[src/rtl/core/drp_pkg.sv]
// ----------------------------------------------------------------------------
// drp_pkg
// Types and constants shared by the detection response parser.
// ----------------------------------------------------------------------------
package drp_pkg;

    localparam logic [7:0] SYNC_BYTE   = 8'hFE;
    localparam logic [7:0] STATUS_OK   = 8'h00;

    localparam logic [2:0] PH_WAIT     = 3'd0;
    localparam logic [2:0] PH_STATUS   = 3'd1;
    localparam logic [2:0] PH_LENGTH   = 3'd2;
    localparam logic [2:0] PH_COUNTS   = 3'd3;
    localparam logic [2:0] PH_FIELDS   = 3'd4;

    localparam logic [1:0] ERR_NONE    = 2'd0;
    localparam logic [1:0] ERR_SYNC    = 2'd1;
    localparam logic [1:0] ERR_STATUS  = 2'd2;

    localparam logic [1:0] KIND_BODY   = 2'd0;
    localparam logic [1:0] KIND_HAND   = 2'd1;
    localparam logic [1:0] KIND_FACE   = 2'd2;
    localparam logic [1:0] KIND_NONE   = 2'd3;

    localparam int unsigned NUM_FIELDS = 24;
    localparam logic [4:0] NO_FIELD    = 5'd24;
    localparam logic [4:0] FC_SIZE     = 5'd2;
    localparam logic [4:0] FC_CONF     = 5'd3;
    localparam logic [4:0] FC_AGE      = 5'd8;
    localparam logic [4:0] FC_AGE_CONF = 5'd9;
    localparam logic [4:0] FC_SEX      = 5'd10;
    localparam logic [4:0] FC_SEX_CONF = 5'd11;
    localparam logic [4:0] FC_GAZE_H   = 5'd12;
    localparam logic [4:0] FC_GAZE_V   = 5'd13;
    localparam logic [4:0] FC_EYE_L    = 5'd14;
    localparam logic [4:0] FC_EYE_R    = 5'd15;
    localparam logic [4:0] FC_EXPR_0   = 5'd16;
    localparam logic [4:0] FC_EXPR_T   = 5'd21;
    localparam logic [4:0] FC_SCORE    = 5'd23;

    localparam int unsigned OPT_DIR    = 3;
    localparam int unsigned OPT_AGE    = 4;
    localparam int unsigned OPT_SEX    = 5;
    localparam int unsigned OPT_GAZE   = 6;
    localparam int unsigned OPT_EYE    = 7;
    localparam int unsigned OPT_EXPR   = 0;
    localparam int unsigned OPT_RECOG  = 1;

    localparam logic CFG_FACE_OPTIONS  = 1'b0;
    localparam logic CFG_EXTRA_OPTIONS = 1'b1;

    typedef struct packed {
        logic [7:0] rx_byte;
        logic       frame_start;
    } in_t;

    typedef struct packed {
        logic [1:0]  object_kind;
        logic [7:0]  object_number;
        logic [4:0]  field_code;
        logic [15:0] field_value;
        logic [1:0]  error_code;
        logic        done_res;
    } out_t;

endpackage

[src/rtl/core/drp_parser.sv]
// ----------------------------------------------------------------------------
// drp_parser
// Parse state and per-byte decode; yields at most one result per beat.
// ----------------------------------------------------------------------------
module drp_parser (
    input  logic          aclk,
    input  logic          aresetn,
    input  logic          beat_en,
    input  drp_pkg::in_t  beat,
    input  logic [7:0]    face_options,
    input  logic [1:0]    extra_options,
    output logic          res_valid,
    output drp_pkg::out_t res
);
    import drp_pkg::*;

    logic [2:0] phase_reg, phase_next;
    logic [2:0] cnt_reg, cnt_next;
    logic [7:0] body_cnt_reg, body_cnt_next;
    logic [7:0] hand_cnt_reg, hand_cnt_next;
    logic [7:0] face_cnt_reg, face_cnt_next;
    logic [1:0] kind_reg, kind_next;
    logic [7:0] idx_reg, idx_next;
    logic [4:0] field_reg, field_next;
    logic [7:0] low_reg, low_next;

    logic [4:0] nxt_field;
    logic [7:0] idx_inc;
    logic [2:0] cnt_inc;
    logic       seek0_ok, seekn_ok;
    logic [1:0] seek0_kind, seekn_kind;

    function automatic logic [7:0] count_of(input logic [1:0] k, input logic [7:0] bc,
                                            input logic [7:0] hc, input logic [7:0] fc);
        logic [7:0] c;
        case (k)
            KIND_BODY: c = bc;
            KIND_HAND: c = hc;
            KIND_FACE: c = fc;
            default:   c = 8'd0;
        endcase
        return c;
    endfunction

    function automatic logic code_enabled(input logic [4:0] c, input logic [7:0] fo,
                                          input logic [1:0] eo);
        logic en;
        if (c <= FC_CONF)          en = 1'b1;
        else if (c < FC_AGE)       en = fo[OPT_DIR];
        else if (c < FC_SEX)       en = fo[OPT_AGE];
        else if (c < FC_GAZE_H)    en = fo[OPT_SEX];
        else if (c < FC_EYE_L)     en = fo[OPT_GAZE];
        else if (c < FC_EXPR_0)    en = fo[OPT_EYE];
        else if (c <= FC_EXPR_T)   en = eo[OPT_EXPR];
        else if (c <= FC_SCORE)    en = eo[OPT_RECOG];
        else                       en = 1'b0;
        return en;
    endfunction

    function automatic logic code_is_byte(input logic [4:0] c);
        return (c == FC_AGE) || (c == FC_SEX) || (c == FC_GAZE_H) || (c == FC_GAZE_V) ||
               ((c >= FC_EXPR_0) && (c <= FC_EXPR_T));
    endfunction

    // first kind at or above 'from' with a nonzero count
    function automatic logic [2:0] seek(input logic [1:0] from, input logic [7:0] bc,
                                        input logic [7:0] hc, input logic [7:0] fc);
        logic [2:0] r;
        r = {1'b0, KIND_NONE};
        if (from <= KIND_FACE && fc != 8'd0) r = {1'b1, KIND_FACE};
        if (from <= KIND_HAND && hc != 8'd0) r = {1'b1, KIND_HAND};
        if (from == KIND_BODY && bc != 8'd0) r = {1'b1, KIND_BODY};
        return r;
    endfunction

    always_comb begin
        nxt_field = NO_FIELD;
        if (kind_reg != KIND_FACE) begin
            if (field_reg < FC_CONF) nxt_field = field_reg + 5'd1;
        end else begin
            for (int n = NUM_FIELDS - 1; n >= 0; n--) begin
                if (5'(n) > field_reg && code_enabled(5'(n), face_options, extra_options)) begin
                    nxt_field = 5'(n);
                end
            end
        end
    end

    assign idx_inc = idx_reg + 8'd1;
    assign cnt_inc = cnt_reg + 3'd1;
    assign {seek0_ok, seek0_kind} = seek(KIND_BODY, body_cnt_reg, hand_cnt_reg, face_cnt_reg);
    assign {seekn_ok, seekn_kind} = seek(kind_reg + 2'd1, body_cnt_reg, hand_cnt_reg,
                                         face_cnt_reg);

    always_comb begin
        phase_next    = phase_reg;
        cnt_next      = cnt_reg;
        body_cnt_next = body_cnt_reg;
        hand_cnt_next = hand_cnt_reg;
        face_cnt_next = face_cnt_reg;
        kind_next     = kind_reg;
        idx_next      = idx_reg;
        field_next    = field_reg;
        low_next      = low_reg;
        res_valid     = 1'b0;
        res           = '0;

        if (beat.frame_start) begin
            cnt_next      = 3'd0;
            body_cnt_next = 8'd0;
            hand_cnt_next = 8'd0;
            face_cnt_next = 8'd0;
            kind_next     = KIND_BODY;
            idx_next      = 8'd0;
            field_next    = 5'd0;
            low_next      = 8'd0;
            if (beat.rx_byte != SYNC_BYTE) begin
                phase_next     = PH_WAIT;
                res_valid      = 1'b1;
                res.error_code = ERR_SYNC;
                res.done_res   = 1'b1;
            end else begin
                phase_next = PH_STATUS;
            end
        end else begin
            case (phase_reg)
                PH_STATUS: begin
                    if (beat.rx_byte != STATUS_OK) begin
                        phase_next     = PH_WAIT;
                        res_valid      = 1'b1;
                        res.error_code = ERR_STATUS;
                        res.done_res   = 1'b1;
                    end else begin
                        phase_next = PH_LENGTH;
                        cnt_next   = 3'd0;
                    end
                end
                PH_LENGTH: begin
                    cnt_next = cnt_inc;
                    if (cnt_inc >= 3'd4) begin
                        phase_next = PH_COUNTS;
                        cnt_next   = 3'd0;
                    end
                end
                PH_COUNTS: begin
                    if (cnt_reg == 3'd0) body_cnt_next = beat.rx_byte;
                    else if (cnt_reg == 3'd1) hand_cnt_next = beat.rx_byte;
                    else if (cnt_reg == 3'd2) face_cnt_next = beat.rx_byte;
                    cnt_next = cnt_inc;
                    if (cnt_inc >= 3'd4) begin
                        cnt_next = 3'd0;
                        if (seek0_ok) begin
                            kind_next  = seek0_kind;
                            idx_next   = 8'd0;
                            field_next = 5'd0;
                            phase_next = PH_FIELDS;
                        end else begin
                            phase_next   = PH_WAIT;
                            res_valid    = 1'b1;
                            res.done_res = 1'b1;
                        end
                    end
                end
                PH_FIELDS: begin
                    if (!code_is_byte(field_reg) && cnt_reg == 3'd0) begin
                        low_next = beat.rx_byte;
                        cnt_next = 3'd1;
                    end else begin
                        res_valid         = 1'b1;
                        res.object_kind   = kind_reg;
                        res.object_number = idx_reg;
                        res.field_code    = field_reg;
                        res.field_value   = code_is_byte(field_reg) ? {8'd0, beat.rx_byte}
                                                                    : {beat.rx_byte, low_reg};
                        cnt_next = 3'd0;
                        if (nxt_field != NO_FIELD) begin
                            field_next = nxt_field;
                        end else if (idx_inc < count_of(kind_reg, body_cnt_reg,
                                                        hand_cnt_reg, face_cnt_reg)) begin
                            idx_next   = idx_inc;
                            field_next = 5'd0;
                        end else if (seekn_ok) begin
                            kind_next  = seekn_kind;
                            idx_next   = 8'd0;
                            field_next = 5'd0;
                        end else begin
                            idx_next     = idx_inc;
                            phase_next   = PH_WAIT;
                            res.done_res = 1'b1;
                        end
                    end
                end
                default: begin
                    phase_next = PH_WAIT;
                end
            endcase
        end
    end

    always_ff @(posedge aclk) begin
        if (!aresetn) begin
            phase_reg    <= PH_WAIT;
            cnt_reg      <= 3'd0;
            body_cnt_reg <= 8'd0;
            hand_cnt_reg <= 8'd0;
            face_cnt_reg <= 8'd0;
            kind_reg     <= KIND_BODY;
            idx_reg      <= 8'd0;
            field_reg    <= 5'd0;
            low_reg      <= 8'd0;
        end else if (beat_en) begin
            phase_reg    <= phase_next;
            cnt_reg      <= cnt_next;
            body_cnt_reg <= body_cnt_next;
            hand_cnt_reg <= hand_cnt_next;
            face_cnt_reg <= face_cnt_next;
            kind_reg     <= kind_next;
            idx_reg      <= idx_next;
            field_reg    <= field_next;
            low_reg      <= low_next;
        end
    end

endmodule

[src/rtl/core/detection_response_parser_top.sv]
// ----------------------------------------------------------------------------
// detection_response_parser_top
// Byte-serial parser for an object-detection response from a camera module.
//
// Input channel (s_*): one response byte per beat, with frame_start marking
// the first byte of a response. Result channel (m_*): tagged field values,
// error reports and the done flag, at most one result beat per input beat.
// Config channel (cfg_*): index 0 face_options, index 1 extra_options;
// always ready, written one beat per cycle.
// Path: input register, then decode, then result register driving m_valid.
// Throughput: one byte per cycle while no result is pending or m_ready is
// high, set by the single decode stage.
// Reset: parser waits for a frame start, option registers clear to zero,
// no result is pending.
// Stall: when m_ready is low the result register holds; an empty input
// register takes one more byte, then s_ready drops until the result is taken.
// ----------------------------------------------------------------------------
module detection_response_parser_top (
    input  logic           aclk,
    input  logic           aresetn,
    input  logic           s_valid,
    output logic           s_ready,
    input  drp_pkg::in_t   s_data,
    output logic           m_valid,
    input  logic           m_ready,
    output drp_pkg::out_t  m_data,
    input  logic           cfg_valid,
    output logic           cfg_ready,
    input  logic           cfg_index,
    input  logic [7:0]     cfg_data
);
    import drp_pkg::*;

    in_t        in_data_reg;
    logic       in_valid_reg;
    out_t       out_data_reg;
    logic       out_valid_reg;
    logic [7:0] face_opt_reg;
    logic [1:0] extra_opt_reg;

    logic       fire;
    logic       res_valid;
    out_t       res;

    assign fire      = in_valid_reg && (!out_valid_reg || m_ready);
    assign s_ready   = !in_valid_reg || fire;
    assign cfg_ready = 1'b1;
    assign m_valid   = out_valid_reg;
    assign m_data    = out_data_reg;

    drp_parser u_parser (
        .aclk          (aclk),
        .aresetn       (aresetn),
        .beat_en       (fire),
        .beat          (in_data_reg),
        .face_options  (face_opt_reg),
        .extra_options (extra_opt_reg),
        .res_valid     (res_valid),
        .res           (res)
    );

    always_ff @(posedge aclk) begin
        if (!aresetn) begin
            in_valid_reg <= 1'b0;
        end else if (s_ready) begin
            in_valid_reg <= s_valid;
        end
    end

    always_ff @(posedge aclk) begin
        if (s_ready && s_valid) begin
            in_data_reg <= s_data;
        end
    end

    always_ff @(posedge aclk) begin
        if (!aresetn) begin
            out_valid_reg <= 1'b0;
        end else if (fire && res_valid) begin
            out_valid_reg <= 1'b1;
        end else if (m_ready) begin
            out_valid_reg <= 1'b0;
        end
    end

    always_ff @(posedge aclk) begin
        if (fire && res_valid) begin
            out_data_reg <= res;
        end
    end

    always_ff @(posedge aclk) begin
        if (!aresetn) begin
            face_opt_reg  <= 8'd0;
            extra_opt_reg <= 2'd0;
        end else if (cfg_valid) begin
            case (cfg_index)
                CFG_FACE_OPTIONS:  face_opt_reg  <= cfg_data;
                CFG_EXTRA_OPTIONS: extra_opt_reg <= cfg_data[1:0];
                default:           face_opt_reg  <= face_opt_reg;
            endcase
        end
    end

endmodule
[config.mk]
export PLATFORM = sky130hd
export DESIGN_NAME = detection_response_parser_top
export DESIGN_NICKNAME = d
export VERILOG_FILES = /design/src/rtl/core/drp_pkg.sv /design/src/rtl/core/drp_parser.sv /design/src/rtl/core/detection_response_parser_top.sv
export SDC_FILE = /design/constraint.sdc
export NUM_CORES = 1
export LEC_CHECK = 0
export BUFFER_PORTS_ARGS = -buffer_cell sky130_fd_sc_hd__buf_4
export CAP_MARGIN = 25
export CELL_PAD_IN_SITES_DETAIL_PLACEMENT = 0
export CELL_PAD_IN_SITES_GLOBAL_PLACEMENT = 1
export CORE_UTILIZATION = 49
export CTS_BUF_LIST = sky130_fd_sc_hd__clkbuf_16
export DETAILED_ROUTE_END_ITERATION = 8
export HOLD_SLACK_MARGIN = 0.03
export PLACE_DENSITY_LB_ADDON = 0.08
export SLEW_MARGIN = 5
export SYNTH_ARGS = -nofsm -noshare
export SYNTH_HDL_FRONTEND = slang
export SYNTH_SLANG_ARGS = --single-unit
[constraint.sdc]
create_clock -name aclk -period 5.3 [get_ports aclk]
set_input_delay 0.53 -clock aclk [delete_from_list [all_inputs] [get_ports aclk]]
set_output_delay 0.53 -clock aclk [all_outputs]
set_load 0.02 [all_outputs]
### After elaboration in Yosys (flattened, before gate mapping)

Index checks and enable logic that the tools add are counted.
W data, S select, Z words.

| storage, ports and cells | value |
|---|---|
| bits in registers | 108 |
| input port bits | 23 |
| output and inout bits | 37 |

| operators by class | value |
|---|---|
| add/subtract/negate cells | 4 |
| order comparisons | 31 |
| eq/ne operators | 27 |
| mux-type cells | 119 |
| bitwise gates (word level) | 2 |
| reduce and logical (&&, ||, !) cells | 71 |

Operators by type and width:

| kind | count |
|---|---|
| $mux W8 | 27 |
| $mux W5 | 25 |
| $mux W3 | 19 |
| $gt A4 B5 Y1 const A | 8 |
| $gt A5 B5 Y1 const A | 8 |
| $logic_and A1 B1 Y1 | 32 |
| $mux W4 | 8 |
| $reduce_bool A8 Y1 | 4 |
| $pmux W8 S3 | 1 |
| $mux W1 | 22 |
| $eq A5 B4 Y1 const B | 4 |
| $gt A3 B5 Y1 const A | 4 |
| $mux W2 | 10 |
| $pmux W8 S2 | 1 |
| $ne A3 B3 Y1 const B | 5 |
| $reduce_bool A2 Y1 | 7 |
| $ne A3 B2 Y1 const B | 4 |
| $pmux W3 S4 | 1 |
| $reduce_and A6 Y1 | 2 |
| $gt A1 B5 Y1 const A | 2 |
| $gt A2 B5 Y1 const A | 2 |
| $pmux W5 S2 | 1 |
| $eq A3 B2 Y1 const B | 3 |
| $pmux W3 S3 | 1 |
| 37 further kinds | 53 |

### Longest topological paths before layout

Gate-level depths: netlist of the first run.

| logic depth | value |
|---|---|
| depth in word-level cells | 39 |
| gate-level depth with buffers | 14 |

### Modules after synthesis

From an unflattened synthesis of the first run, not the netlist that was laid out.

| unflattened totals | value |
|---|---|
| cells, all modules | 621 |
| area, all modules | 5965.7 µm² |

Modules (own cells, without submodules):

| module | instances | cells an instance | area each (µm²) | seq. area each (µm²) |
|---|---|---|---|---|
| drp_parser | 1 | 520 | 4156.5 | 1061.0 |
| detection_response_parser_top | 1 | 101 | 1809.2 | 1531.5 |

### Least setup slack after synthesis of the first run

OpenSTA, ideal clock, no wires.

| path | value |
|---|---|
| path kind | reg2reg |
| start | register u_parser.field_reg[0] |
| end | register out_data_reg (netlist bit m_data[0]) (enable) |
| arrival | 3037 ps |
| required time | 4871 ps |
| path slack | 1834 ps |
| cell stages (with the launch flop) | 10 |
| buffers on the path | 1 |
| cells stage by stage | dfxtp_1 buf_6 inv_1 ha_1 nor2b_1 o31ai_1 nand3_2 o21ai_0 a31oi_1 nor2b_1 |

| on the way | value |
|---|---|
| word-level cells in the longest chain between the ends | 11 |

Ends and longest elaborated chain:

| element | line | text |
|---|---|---|
| start: declaration | drp_parser.sv:24 | `logic [4:0] field_reg, field_next;` |
| start signal: assignment | drp_parser.sv:219 | `field_reg <= field_next;` |
| branches (longest 4 deep; another with $ge A5 B5 Y1) | n/a |  |
| $logic_or A1 B1 Y1 (*) | drp_parser.sv:61 | `return (c == FC_AGE) \|\| (c == FC_SEX) \|\| (c == FC_GAZE_H) \|\| (c == FC_GAZE_V) \|\|` |
| $logic_not A1 Y1 (*) | drp_parser.sv:165 | `if (!code_is_byte(field_reg) && cnt_reg == 3'd0) begin` |
| $logic_and A1 B1 Y1 (*) | drp_parser.sv:165 |  |
| $mux W1 (*) | drp_parser.sv:165 |  |
| $pmux W1 S3 (*) | drp_parser.sv:126 | `case (phase_reg)` |
| $mux W1 (*) | drp_parser.sv:108 | `if (beat.frame_start) begin` |
| $logic_and A1 B1 Y1 (*) | detection_response_parser_top.sv:87 | `if (fire && res_valid) begin` |
| end signal: assignment | detection_response_parser_top.sv:88 | `out_data_reg <= res;` |
| end: declaration | detection_response_parser_top.sv:36 | `out_t out_data_reg;` |

Mark *: on every way between the ends.
A chain may end at the register's enable or synchronous reset.

### Worst setup path in the final report of the first run

| path | value |
|---|---|
| start | register u_parser.field_reg[0] |
| end | register out_data_reg (netlist bit m_data[13]), data pin |

| on the way | value |
|---|---|
| word-level cells in the longest chain between the ends | 8 |

Ends and longest elaborated chain:

| element | line |
|---|---|
| branches (longest 4 deep; another with $ge A5 B5 Y1) | n/a |
| $logic_or A1 B1 Y1 (*) | drp_parser.sv:61 |
| $logic_not A1 Y1 | drp_parser.sv:165 |
| $logic_and A1 B1 Y1 | drp_parser.sv:165 |
| $reduce_or A4 Y1 (no line) (*) | n/a |

Marks and branches as above.

==> results of run 1 <==
==> per-layer routing <==
layer | part of all wire, % | global-route usage, % | up-vias
met4 | 1.4 | 7.378 | 0
met1 | 49 | 30.91 | 2162
met2 | 45 | 35.36 | 136
met5 | 0 | 0 | -
met3 | 5.0 | 4.171 | 18
li1 | - | - | 2315
==> power groups by stage <==
stage	sequential [W]	clock, W	combinational [W]
after CTS	0.000881	0.000676	0.000170
after detailed placement	0.000899	0	0.000169
after floorplan	0.000903	0	0.000107
final	0.000881	0.000660	0.000169
after global placement	0.000898	0	0.000166
after global routing	0.000884	0.000704	0.000186
==> cells by family (layout without fill, tap and decap cells) <==
family	Yosys count	after routing
other cells	1	1
fa+ha+maj	21	21
buf+inv	53	95
mux	47	47
compound gates	131	131
xor+xnor	7	7
flops	105	105
simple gates	242	242
==> layout make-up <==
class | count | area, um2
Fill cell | 998 | 4930
Multi-Input combinational cell | 449 | 3004
Sequential cell | 105 | 2532
Timing Repair Buffer | 59 | 442.9
Clock buffer | 11 | 275.3
Tap cell | 143 | 178.9
Inverter | 20 | 75.07
Clock inverter | 5 | 28.78
==> worst max path at each step <==
stage | endpoint | cells after the start | start | slack (ns)
floorplan | m_data[0] | 9 | u_parser.field_reg[0] | 1.83
global placement | m_data[16] | 9 | u_parser.field_reg[0] | 1.65
detailed placement | m_data[12] | 9 | u_parser.field_reg[0] | 1.62
CTS | m_data[14] | 9 | u_parser.field_reg[0] | 1.59
global route | m_data[11] | 9 | u_parser.field_reg[0] | 1.32
finish | m_data[13] | 9 | u_parser.field_reg[0] | 1.62
==> Yosys cell counts (3+ instances only) <==
cell	instances
ha_1	19
nand3b_1	4
clkbuf_1	21
o211ai_1	5
a211oi_1	7
o21ai_0	29
nand2_1	35
or2_2	10
nand2b_1	6
nor2b_1	18
and2_1	21
buf_2	6
a21oi_1	32
nor4_1	9
dfxtp_1	62
nor2_1	78
buf_4	3
nand4_1	10
or4_1	6
xor2_1	4
mux2i_1	47
o21a_1	3
a32o_1	6
nand3_1	15
a31oi_1	6
buf_6	3
inv_1	18
nor3_1	8
a221oi_1	3
a211o_1	4
edfxtp_1	43
xnor2_1	3
a21o_1	4
a222oi_1	9
nand4b_1	4
==> stage by stage <==
step                      total power (W)  instance area, um2  cells  worst slack, ns
final                            0.001711                6538    792            1.622
after global routing             0.001774                6538    792            1.315
after CTS                        0.001727                6538    792            1.588
after detailed placement         0.001068                6233    776            1.623
after global placement           0.001065                6233    776            1.652
after floorplan                  0.001011                5769    607            1.834
==> results_dict.tcl, run 1 <==
set metrics [dict create \
    synth_ff_type "dfxtp_1" \
    synthArstFlopShare_pct 0 \
    worst_slew_margin_rel_pct 32.08 \
    cts-root-buf "clkbuf_16" \
    clock_power_share_pct 38.6 \
    syn_area_per_cell_um2 9.505 \
    fin_crit_ns 3.678 \
    fin_util_pct 57.01 \
    drive_above_1_share_pct 14.79 \
    htreeDepth 3 \
    numCtsBuffers 9 \
    layout.cells.most_common "nor2_1" \
    routedWlPerCell_um 16.83 \
    period_share_pct 69.40 \
    critical_path_buf_inv_count 2 \
    yosys.area_share.simple_pct 22.19 \
    arrival_ns 3.78 \
    worst_r2r_path_depth 9 \
    die_w_um 110.5 \
    grt_pass1_vias 4304 \
    dieHeight_um 110.5 \
    min_from "s_data[3]" \
    status "finished clean" \
    p_seq_share_pct 51.5 \
    cp-start-kind "register" \
    power_frac_comb_pct 9.9 \
    rsz0062_at_grt "false" \
    post-cts-setup-buffers 0 \
    critical_path_class "register to register" \
    rrSetupSlack_ns 1.62 \
    hold_violations 0 \
    areaGrowthSynthToFinish_pct 13.32 \
    syn_area_um2 5769 \
    vias_per_cell 5.847 \
    worstReg2RegEnd "m_data[13]" \
    route.detailed.drc 0 \
    finalSetupTns_ns 0 \
    hold_path_depth 1 \
    grtUsageTotal_pct 22.38 \
    post_cts_resized 0 \
    largest_register_ffs 34 \
    ant_nets 0 \
    cp-end-kind "register" \
    gr-total-overflow 0 \
    ys_seq_elements 105 \
    synth_top_family_by_area "simple AND/OR/NAND/NOR gates" \
    leakagePower_nw 2.394 \
    slowest_delay_ns 0.76 \
    synthesis.nets 649 \
    wl_um 13330 \
    synth-compound-area-share_pct 15.98 \
    nets 686 \
    place.gp.congestion 0.8729 \
    rows 39 \
    core-area_um2 11470 \
    layout_common_cells "nor2_1 (78), dfxtp_1 (62), buf_4 (59), mux2i_1 (47), edfxtp_1 (43)" \
    p_sw_w 0.0004070 \
    reg2reg_from "u_parser.field_reg[0]" \
    drv_cap 0 \
    irDropWorstVdd_v 0.0001974 \
    hold_buffers 0 \
    cts_num_sinks 105 \
    synth_cells 607 \
    first_pass_iters 7 \
    synth-edff-count 43 \
    drtIter0Drc 463 \
    synth_xor_area_share_pct 1.063 \
    final_max_slew_viol_count 0 \
    grt_max_degree 51 \
    cp_slowest_cell "dfxtp_1" \
    vias 4631 \
    n_antenna_cell 0 \
    dpl.hpwl_um 9606 \
    critPathMaxFanout 20 \
    antenna_found_initial 0 \
    muxShareOfSynthArea_pct 8.154 \
    fin_skew_ns 0.01323 \
    synth_top_area_share_pct 22.38 \
    die_area_um2 12210 \
    synthAdderAreaFrac_pct 4.489 \
    worst_pin_slew_ns 1.015 \
    ys_seq_area_share_pct 43.90 \
    critPathTopFamily "compound AO/OA/AOI/OAI gates" \
    sw_frac_of_total_pct 23.79 \
    finalSetupViolations 0 \
    max_freq_mhz 271.9 \
    power.internal_w 0.001304 \
    path_cells "inv_1, ha_1, nor2b_1, o31ai_1, nand3_2, o21ai_1, buf_4, nor2_1, and2_1" \
    cts_tree "yes" \
    start_util_pct 50.31 \
    clock_latency_ns 0.35 \
    yosysTopAreaCell "edfxtp_1" \
    synth_cell_types 72 \
    whs_endpoint "in_data_reg[3]" \
    worstPathRequired_ns 5.40 \
    ioPinCount 60 \
    ys_warn_count 0 \
    port_buffers 57 \
    clockBufferDepth 2 \
    hold_slack_ns 0.3541 \
    powerDensity_nw_per_um2 261.7 \
    hold_path_class "input pin to register" \
    clkTransAtPathRegs_ns 0.07 \
    synth.area.top_cells "edfxtp_1 (22%), dfxtp_1 (22%), mux2i_1 (8.2%)" \
    grt_pass1_wl_um 21890 \
]
(Power assumes the default switching activity.)
==> inputs of run 2 (changes only) <==
CORE_UTILIZATION = 46   (was 49)
clock period = 3.7 ns   (was 5.3 ns; I/O delays follow)
==> run 2 against run 1 <==
Against the previous run: clock power rose by 61%; clock skew is 0.0078 ns lower; via count rose by 2.3%; highest routed layer unchanged.
==> results_dict.tcl, run 2 (synthesized netlist as in run 1, its figures left out) <==
set metrics [dict create \
    fin_skew_ns 0.005457 \
    worst_pin_slew_ns 1.003 \
    grt_pass1_vias 4515 \
    rows 40 \
    ant_nets 0 \
    status "finished clean" \
    cts_num_sinks 105 \
    antenna_found_initial 0 \
    critPathMaxFanout 11 \
    place.gp.congestion 0.8908 \
    grt_pass1_wl_um 23010 \
    first_pass_iters 5 \
    leakagePower_nw 2.436 \
    htreeDepth 3 \
    start_util_pct 47.63 \
    drv_cap 0 \
    worstReg2RegEnd "u_parser.field_reg[3]" \
    cts_tree "yes" \
    arrival_ns 3.63 \
    vias 4737 \
    cp-end-kind "register" \
    rsz0062_at_grt "false" \
    clockBufferDepth 2 \
    grt_max_degree 51 \
    clock_latency_ns 0.35 \
    rrSetupSlack_ns 0.34 \
    numCtsBuffers 9 \
    areaGrowthSynthToFinish_pct 15.35 \
    period_share_pct 90.75 \
    p_seq_share_pct 49.1 \
    wl_um 13850 \
    clkTransAtPathRegs_ns 0.07 \
    cp-start-kind "register" \
    drive_above_1_share_pct 16.13 \
    final_cell_area_um2 6655 \
    crit_start "u_parser.kind_reg[0]" \
    post_cts_resized 0 \
    finalSetupViolations 0 \
    layout.cells.most_common "nor2_1" \
    cts-root-buf "clkbuf_16" \
    powerDensity_nw_per_um2 385.5 \
    nets 694 \
    worstPathRequired_ns 3.98 \
    gr-total-overflow 0 \
    port_buffers 57 \
    max_freq_mhz 297.8 \
    core-area_um2 12110 \
    power_w 0.002565 \
    die_area_um2 12990 \
    worst_r2r_path_depth 12 \
    final_max_slew_viol_count 0 \
    vias_per_cell 5.742 \
    route.detailed.drc 0 \
    dpl.cell_count 809 \
    hold_path_class "input pin to register" \
    stdcell_count 825 \
    critical_path_class "register to register" \
    grtUsageTotal_pct 22.70 \
    hold_violations 0 \
    irDropWorstVdd_v 0.0002751 \
    endpoint "u_parser.field_reg[3]" \
    dpl.hpwl_um 9851 \
    die_w_um 114.0 \
    power.internal_w 0.001934 \
    drtIter0Drc 401 \
    clock_power_share_pct 41.3 \
    place_area_um2 6325 \
    routedWlPerCell_um 16.78 \
    finalSetupTns_ns 0 \
    ioPinCount 60 \
    sw_frac_of_total_pct 24.61 \
    power_frac_comb_pct 9.6 \
    worst_slew_margin_rel_pct 32.89 \
    post-cts-setup-buffers 0 \
    p_sw_w 0.0006315 \
    hold_buffers 0 \
    dieHeight_um 114.0 \
    layout_common_cells "nor2_1 (78), buf_4 (67), dfxtp_1 (62), mux2i_1 (47), edfxtp_1 (43)" \
    fin_crit_ns 3.358 \
    reg2reg_from "u_parser.kind_reg[0]" \
    n_antenna_cell 0 \
    largest_register_ffs 34 \
]
## run 2: through the flow
stage | hold slack, ns | utilization (%) | setup WS [ns]
3_3_place_gp | 0.4716 | 52.22 | 0.4670
6_report | 0.1897 | 54.95 | 0.3424
2_1_floorplan | 0.4520 | - | 0.2342
5_1_grt | 0.1724 | 54.95 | 0.09949
3_5_place_dp | 0.4817 | 52.22 | 0.3995
4_1_cts | 0.1759 | 54.95 | 0.3691
## run 2: critical path, stage by stage (launching register included)
cell      delay (ns)
dfxtp_1         0.35
inv_1           0.11
ha_1            0.41
a222oi_1        0.16
or2_2           0.30
ha_1            0.28
a211oi_1        0.24
nor2_1          0.08
nor4_1          0.18
a21oi_1         0.19
and4b_1         0.32
or4_1           0.49
a21oi_1         0.16
## run 2: final cells by class
class,instances,area [um2]
multi-input cells,449,3004
inverters,20,75.07
clock inverters,7,105.1
clock buffers,9,225.2
fillers,1156,5456
repair buffers,67,503.0
flip-flops and latches,105,2532
well taps,168,210.2
## run 2: how the worst min path moves through the flow
stage	start	endpoint	slack, ns	cells past startpoint
2_1_floorplan	face_opt_reg[5]	face_opt_reg[5]	0.45	2
3_3_place_gp	face_opt_reg[5]	face_opt_reg[5]	0.47	2
3_5_place_dp	u_parser.low_reg[5]	u_parser.low_reg[5]	0.48	2
4_1_cts	s_data[6]	in_data_reg[6]	0.18	1
5_1_grt	s_data[6]	in_data_reg[6]	0.17	1
6_report	s_data[7]	in_data_reg[7]	0.19	1
## run 2: power by group through the flow
stage | registers [W] | logic [W] | clock network (W)
final | 0.00126 | 0.000248 | 0.00106
after global routing | 0.00126 | 0.000274 | 0.00112
after CTS | 0.00126 | 0.000248 | 0.00108
after detailed placement | 0.00128 | 0.000247 | 0
after global placement | 0.00128 | 0.000243 | 0
after floorplan | 0.00129 | 0.000154 | 0
## run 2: routing by layer
metal,track usage [%],wire (um),up-vias
met5,0,0,-
met4,8.571,254,0
met3,3.029,599,20
met2,35.60,6296,142
met1,31.92,6694,2245
li1,-,-,2330
==> inputs of run 3 (changes only) <==
MAX_ROUTING_LAYER = met4   (was not set)
==> run 3 against run 2 <==
Against the previous run: hold slack worse by 0.00092 ns; fmax up 0.15%; clock power about the same; non-clock buffer count unchanged; core utilization stayed put; sequential share of layout area did not move; combinational power hardly changed; sequential power barely moved; via count decreased by 0.25%; count of clock-buffer cells in the layout unchanged; clock skew rose by 0.0032 ns.
==> results_dict.tcl, run 3 (synthesized netlist as in run 1, its figures left out) <==
set metrics [dict create \
    power_w 0.002569 \
    dpl.hpwl_um 9851 \
    die_w_um 114.0 \
    reg2reg_from "u_parser.kind_reg[0]" \
    min_from "s_data[7]" \
    dieHeight_um 114.0 \
    worst_slew_margin_rel_pct 32.03 \
    first_pass_iters 7 \
    hold_buffers 0 \
    rows 40 \
    worst_pin_slew_ns 1.016 \
    grtUsageTotal_pct 23.38 \
    n_antenna_cell 0 \
    route.detailed.drc 0 \
    drive_above_1_share_pct 16.13 \
    regArea_um2 2532 \
    multi_input_area_um2 3004 \
    final_max_slew_viol_count 0 \
    rsz0062_at_grt "false" \
    die_area_um2 12990 \
    status "finished clean" \
    port_buffers 57 \
    clock_latency_ns 0.35 \
    worstPathRequired_ns 3.98 \
    crit_start "u_parser.kind_reg[0]" \
    routedWlPerCell_um 16.77 \
    fin_crit_ns 3.353 \
    period_share_pct 90.61 \
    arrival_ns 3.63 \
    critPathMaxFanout 11 \
    gr-total-overflow 0 \
    layout_common_cells "nor2_1 (78), buf_4 (67), dfxtp_1 (62), mux2i_1 (47), edfxtp_1 (43)" \
    post_cts_resized 0 \
    vias_per_cell 5.727 \
    cp-end-kind "register" \
    start_util_pct 47.63 \
    path_cells "inv_1, ha_1, a222oi_1, or2_2, ha_1, a211oi_1, nor2_1, nor4_1, a21oi_1, and4b_1, or4_1, a21oi_1" \
    cp_slowest_cell "or4_1" \
    htreeDepth 3 \
    slowest_delay_ns 0.49 \
    hold_path_class "input pin to register" \
    numCtsBuffers 9 \
    vias 4725 \
    clkTransAtPathRegs_ns 0.07 \
    cts_num_sinks 105 \
    powerDensity_nw_per_um2 385.9 \
    drtIter0Drc 417 \
    grt_pass1_vias 4526 \
    hold_violations 0 \
    cts-root-buf "clkbuf_16" \
    cts_tree "yes" \
    areaGrowthSynthToFinish_pct 15.35 \
    ioPinCount 60 \
    ant_nets 0 \
    leakagePower_nw 2.436 \
    core-area_um2 12110 \
    grt_max_degree 51 \
    nets 694 \
    largest_register_ffs 34 \
    grt_pass1_wl_um 22980 \
    clockBufferDepth 2 \
    critical_path_class "register to register" \
    antenna_found_initial 0 \
    fin_skew_ns 0.008690 \
    cp-start-kind "register" \
    finalSetupViolations 0 \
    post-cts-setup-buffers 0 \
    nFillCells 1156 \
    drv_cap 0 \
    wl_um 13840 \
    place.gp.congestion 0.9058 \
    finalSetupTns_ns 0 \
    max_freq_mhz 298.3 \
    layout.cells.most_common "nor2_1" \
    irDropWorstVdd_v 0.0002741 \
]
==> run 3: final timing paths <==
path	cells after the start	endpoint	slack, ns
setup / recovery	12	u_parser.field_reg[3]	0.35
hold / removal	1	in_data_reg[7]	0.19
setup reg to reg	12	u_parser.field_reg[3]	0.35
hold reg to reg	2	u_parser.cnt_reg[1]	0.49
==> run 3: worst max-delay path: cells and delay by family (launching register included) <==
family	cells	cell delay [ns]
simple gates	5	1.37
buf+inv	1	0.11
fa+ha+maj	2	0.69
compound gates	4	0.75
flops	1	0.34
==> run 3: area by class of cell <==
cell class	instances	area share (%)
Clock buffer	9	3.384
Clock inverter	7	1.579
Inverter	20	1.128
Multi-Input combinational cell	449	45.14
Sequential cell	105	38.05
Tap cell	168	3.158
Timing Repair Buffer	67	7.558
==> run 3: where the power goes <==
group	internal, W	switching [W]
Clock	0.000601	0.000461
Sequential	0.00123	0.0000243
Combinational	0.0000986	0.000149
==> run 3: routing by layer <==
metal / track usage, % / up-vias / part of all wire [%]
li1: - / 2330 / -
met1: 31.96 / 2244 / 48
met2: 35.56 / 132 / 46
met3: 3.029 / 19 / 4.4
met4: 8.571 / 0 / 1.5
met5: - / - / 0
==> run 3: per-stage QoR <==
stage	setup slack (ns)	instance area, um2	utilization, %	hold WS (ns)	instances
global route	0.1100	6655	54.95	0.1711	825
CTS	0.3691	6655	54.95	0.1759	825
global placement	0.4670	6325	52.22	0.4716	809
finish	0.3474	6655	54.95	0.1888	825
floorplan	0.2342	5769	-	0.4520	607
detailed placement	0.3995	6325	52.22	0.4817	809
